`src/sv/mpi_pkg.sv`:
```
// ----------------------------------------------------------------------------
// mpi_pkg
// Shared types and constants of the map position interpolator.
// ----------------------------------------------------------------------------
package mpi_pkg;

    localparam logic [1:0] MODE_APPEND = 2'd0;
    localparam logic [1:0] MODE_QUERY  = 2'd1;
    localparam logic [1:0] MODE_CLEAR  = 2'd2;
    localparam logic [1:0] MODE_UNUSED = 2'd3;

    localparam logic [1:0] STATUS_OK     = 2'd0;
    localparam logic [1:0] STATUS_EMPTY  = 2'd1;
    localparam logic [1:0] STATUS_DEGEN  = 2'd2;

    localparam logic [23:0] WINDOW_RESET = 24'd327680;

    typedef struct packed {
        logic [1:0]         mode;
        logic [30:0]        phys_pos;
        logic signed [31:0] map_value;
    } cmd_t;

    typedef struct packed {
        logic signed [31:0] gen_pos;
        logic [1:0]         status;
    } res_t;

    typedef struct packed {
        logic valid;
        cmd_t cmd;
    } qhead_t;

    typedef enum logic [3:0] {
        ST_IDLE,
        ST_PSRCH,
        ST_PCMP,
        ST_HRD,
        ST_HCHK,
        ST_KEY,
        ST_MSRCH,
        ST_MCMP,
        ST_RDA,
        ST_RDB,
        ST_CALC,
        ST_MUL0,
        ST_MUL1,
        ST_DGO,
        ST_DWAIT
    } back_state_t;

endpackage

```
`src/sv/mpi_front.sv`:
```
// ----------------------------------------------------------------------------
// mpi_front
// Command intake: two-entry queue in front of the execution sequencer.
// ----------------------------------------------------------------------------
module mpi_front (
    input  logic          clk,
    input  logic          rst_n,
    input  logic          start,
    input  mpi_pkg::cmd_t cmd,
    output logic          busy,
    output mpi_pkg::qhead_t head,
    input  logic          pop
);

    mpi_pkg::cmd_t slot_reg [2];
    logic       wptr_reg, wptr_next;
    logic       rptr_reg, rptr_next;
    logic [1:0] cnt_reg, cnt_next;
    logic       push;

    assign busy = (cnt_reg == 2'd2);
    assign push = start && !busy;
    assign head = {(cnt_reg != 2'd0), slot_reg[rptr_reg]};

    always_comb
    begin
        wptr_next = wptr_reg;
        rptr_next = rptr_reg;
        cnt_next  = cnt_reg;
        if (push)
        begin
            wptr_next = ~wptr_reg;
        end
        if (pop)
        begin
            rptr_next = ~rptr_reg;
        end
        if (push && !pop)
        begin
            cnt_next = cnt_reg + 2'd1;
        end
        else if (pop && !push)
        begin
            cnt_next = cnt_reg - 2'd1;
        end
    end

    always_ff @(posedge clk or negedge rst_n)
    begin
        if (!rst_n)
        begin
            wptr_reg <= 1'b0;
            rptr_reg <= 1'b0;
            cnt_reg  <= '0;
        end
        else
        begin
            wptr_reg <= wptr_next;
            rptr_reg <= rptr_next;
            cnt_reg  <= cnt_next;
        end
    end

    always_ff @(posedge clk)
    begin
        if (push)
        begin
            slot_reg[wptr_reg] <= cmd;
        end
    end

endmodule

```
`config.mk`:
```
export PLATFORM = sky130hd
export DESIGN_NAME = mpi_front
export DESIGN_NICKNAME = d
export VERILOG_FILES = /design/src/sv/mpi_pkg.sv /design/src/sv/mpi_front.sv
export SDC_FILE = /design/constraint.sdc
export NUM_CORES = 1
export LEC_CHECK = 0
export BUFFER_PORTS_ARGS = -buffer_cell sky130_fd_sc_hd__buf_4
export CAP_MARGIN = 30
export CORE_MARGIN = 2
export CORE_UTILIZATION = 32
export CTS_CLUSTER_SIZE = 30
export DETAILED_ROUTE_END_ITERATION = 6
export PLACE_DENSITY_LB_ADDON = 0.05
export SLEW_MARGIN = 20
export SYNTH_ARGS = -nofsm -noshare
export SYNTH_HDL_FRONTEND = slang
export SYNTH_SLANG_ARGS = --single-unit
```
`constraint.sdc`:
```
create_clock -name clk -period 5.2 [get_ports clk]
set_input_delay 1.3 -clock clk [delete_from_list [all_inputs] [get_ports clk]]
set_output_delay 1.3 -clock clk [all_outputs]
set_load 0.02 [all_outputs]
```
Word-level counts from Yosys, hierarchy flattened --
Memory sizes are Yosys's and may differ from the RTL's. Cells that the tools add are included.
Word-level totals: register bits after elaboration 4, bits in writable memories 130, input port bits 69, output and inout bits 67, logic and storage cells 21, memories 1
Cells by class: $add $sub $neg 2, equality and inequality tests 1, mux-type cells 4, bitwise operators 2, reductions and logical operators 8
Memories:
- slot_reg | words 2, bits a word 65, read ports 1, clocked after memory_dff 0, write ports 1, line mpi_front.sv:15 | mpi_pkg::cmd_t slot_reg [2];
Operators by type and width (number):
- 2-bit 2-to-1 mux | 2
- 2-bit nonzero test | 2
- 1-bit logical AND | 3
- 1-bit zero test | 3
- 2-bit by 1-bit adder with 2-bit output (second input constant) | 1
- 2-bit equality test (second input constant) | 1
- 1-bit 2-to-1 mux | 2
- 1-bit inverter | 2
- 2-bit by 1-bit subtractor with 2-bit output (second input constant) | 1

Depth between registers and ports, before layout --
depth after elaboration 7, gate-level depth with buffers 7, mapped depth without buffers 7

Worst setup path after synthesis --
OpenSTA, ideal clock, no wires.
path type input port to flip-flop, start point in start, end point mem slot_reg[0][0] (netlist bit), enable pin, setup time 0.488 ns, arrival 4.106 ns, data required time 4.712 ns, setup slack 0.606 ns, cell stages on the path 2, buffers on the path 0, cell sequence nand2_1 nor2_1
On the way: word-level cells in the longest chain between the ends 3
Ends and longest elaborated chain:
- from (decl) | line mpi_front.sv:8 | input logic start,
- 1-bit logical AND | line mpi_front.sv:22 | assign push = start && !busy;
- 1-bit 2-to-1 mux | line mpi_front.sv:66 | if (push)
- 1-bit 2-to-1 mux (implied by the code) | line mpi_front.sv:68 | slot_reg[wptr_reg] <= cmd;
- to (decl) | line mpi_front.sv:15
No other way between the ends.

==> run summary <==
die area - 0.0168 mm²
fin crit period - 3.70 ns
Reg power frac - 0.389
Ports - 136
Req. time, crit path - 3.90 ns
crit-path max FO - 44
number of flip-flops under the largest register name - 130
DR iter-0 viols - 125
Cell variety after synth - 15
hold crit path type - reg -> reg
CORE AREA - 0.0153 mm²
Synth top area share - 0.773
P_leak - 2.69 nW
outcome - finished, final reports clean
Least-Margin Pin Slew - 0.749 ns
Yosys top cell by area - edfxtp_1
CTS Sinks - 134
Syn Nets - 291
FP Rows - 45
mean area per synthesized cell - 22.8 µm²
slowest CP cell - dfrtp_4
Worst slew margin - 0.501
Die Span Y - 130 µm
Ant. Diodes - 0
PnR Total Power - 4.16 mW
DR WL/cell - 16.0 µm
first-pass GRT wire length - 14.6 mm
met3 routed WL - 786 µm
RSZ-0062 raised after global routing - no
Max-Cap Viols - 0
cts repair resizes - 0
nets@finish - 442
#FFs+latches synth - 134
Top FF cell, synth - edfxtp_1
clk buf depth - 2
DR WL met2 - 4.84 mm
largest net degree at the start of global routing - 66
Sw Pwr - 1.24 mW
synth top area cells - edfxtp_1 77%, mux2_4 12%, mux2_2 5.6%, dfrtp_1 2.0%, buf_6 1.1%
CP max stage delay - 0.91 ns
final routed DRC violation total - 0
crit share post-route - 0.711
crit path cell chain - buf_4, mux2_2, buf_4
later-pin clock latency in the skew report - 0.40 ns
combinational share of power - 0.333
Antenna Nets Post-Route - 0
Congestion Overflow GR - 0
clock root buffer master - clkbuf_16
vias per inst - 4.16
Final setup viols - 0
clock slew at reported path FFs - 0.05 ns
gp weighted congestion - 0.667
cts bufs inserted - 17
drt pass-1 iters - 4
area delta synth->final - 36.7%
final setup TNS - 0 ns
Post-synth EDFFs - 130
Synth async-reset ratio - 0.0299
most used cell, CP - buf_4
metal1 wirelength - 3.82 mm
Critical Path End Type - primary output
Mapped Area - 0.00505 mm²
final hold violations - 0
pwr dens - 603 mW/mm²
DIE WIDTH - 130 µm
Port Buffers - 135
CTS Hold Bufs - 0
crit path launch type - flip-flop
Top Metal Used - met4
critical path class - reg -> out
post-synthesis sequential area ratio - 0.793
CTS tree - built
Yosys warnings - 0
hpwl dp - 6.01 mm
Clock H-tree levels - 4
Vias - 2478
Mapped Cells - 221
layout cell share with drive strength beyond 1 - 0.605
Fin Clk Skew - 0.00626 ns
Initial Util - 0.330
internal power - 2.92 mW
most common cell in the synthesized netlist - edfxtp_1
final wirelength - 9.54 mm
sw frac - 0.299
clock share of power - 0.278
GRT Overall Usage - 0.121
vias in the first global route - 2724
Crit path arrival time - 2.40 ns
peak supply drop - 0.276 mV
Post-synth top cells - 130 x edfxtp_1, 40 x mux2_4, 25 x mux2_2
postcts setup bufs - 0
maximum clock frequency - 271 MHz
Max Slew Vio Count - 0
initial antenna violation count - 0
## layout make-up
type | count | area, µm²
Clock inverter | 12 | 135
Inverter | 3 | 11.3
Sequential cell | 134 | 4010
Tap cell | 211 | 264
Timing Repair Buffer | 139 | 1070
Clock buffer | 20 | 437
Multi-Input combinational cell | 77 | 981
Fill cell | 1387 | 8410
## through the flow
stage	hold slack [ns]	setup WS, ns	cells	util	cell area (µm²)
final	0.491	1.50	596	0.451	6900
after global routing	0.540	1.33	596	0.451	6900
after CTS	0.493	1.41	595	0.450	6880
after detailed placement	0.481	1.86	563	0.412	6310
after global placement	0.472	1.87	562	0.411	6290
after floorplan	0.456	0.606	221	-	5050
## layer usage
layer  global-route usage  vias up
met2                0.193       80
met4               0.0436        0
met3               0.0677        8
met5                    0        -
met1                0.135     1218
li1                     -     1172
## cells by family after synthesis
kind of cell | after synthesis | share of synthesized area
buffers and inverters | 10 | 0.0154
and+or+nand+nor | 6 | 0.00595
xor gates and xnor gates | 5 | 0.00867
adders and majority gates | 1 | 0.00248
muxes | 65 | 0.175
DFF | 134 | 0.793
## cell usage in the layout (no fill, tap or decap)
cell type / instances
buf_4: 137
edfxtp_1: 130
mux2_4: 40
mux2_2: 25
clkbuf_16: 17
clkinv_1: 4
inv_1: 3
xor2_1: 3
bufinv_16: 3
clkbuf_1: 3
clkinv_2: 3
dfrtp_1: 3
xnor2_1: 2
clkinvlp_4: 2
buf_12: 2
nand2b_1: 1
nand2_1: 1
or2_2: 1
and3_4: 1
nor2_4: 1
nor2_1: 1
ha_1: 1
dfrtp_4: 1
## worst paths after layout
| kind | depth (start not counted) | endpoint | startpoint | slack [ns] |
|---|---|---|---|---|
| setup / recovery | 3 | head[56] | rptr_reg | 1.50 |
| setup reg to reg | 5 | slot_reg[0][6] | cnt_reg[0] | 3.36 |
| hold reg to reg | 1 | cnt_reg[1] | cnt_reg[1] | 0.49 |
| max in group asynchronous | 1 | rptr_reg | rst_n | 4.40 |
| min in group asynchronous | 1 | cnt_reg[0] | rst_n | 0.68 |
| hold / removal | 1 | cnt_reg[1] | cnt_reg[1] | 0.49 |
## power by group through the flow
stage	logic (mW)	registers (mW)	clock network, mW
floorplan	0.966	1.56	0
global placement	1.40	1.65	0
detailed placement	1.41	1.65	0
CTS	1.41	1.63	1.19
global route	1.49	1.66	1.24
finish	1.39	1.62	1.15
## worst max-delay path, delay by kind of cell (launching register included)
| kind | cells | cell delay (ns) |
|---|---|---|
| DFF | 1 | 0.91 |
| buffers and inverters | 2 | 0.68 |
| muxes | 1 | 0.39 |
Power figures use the tool's default switching activity.
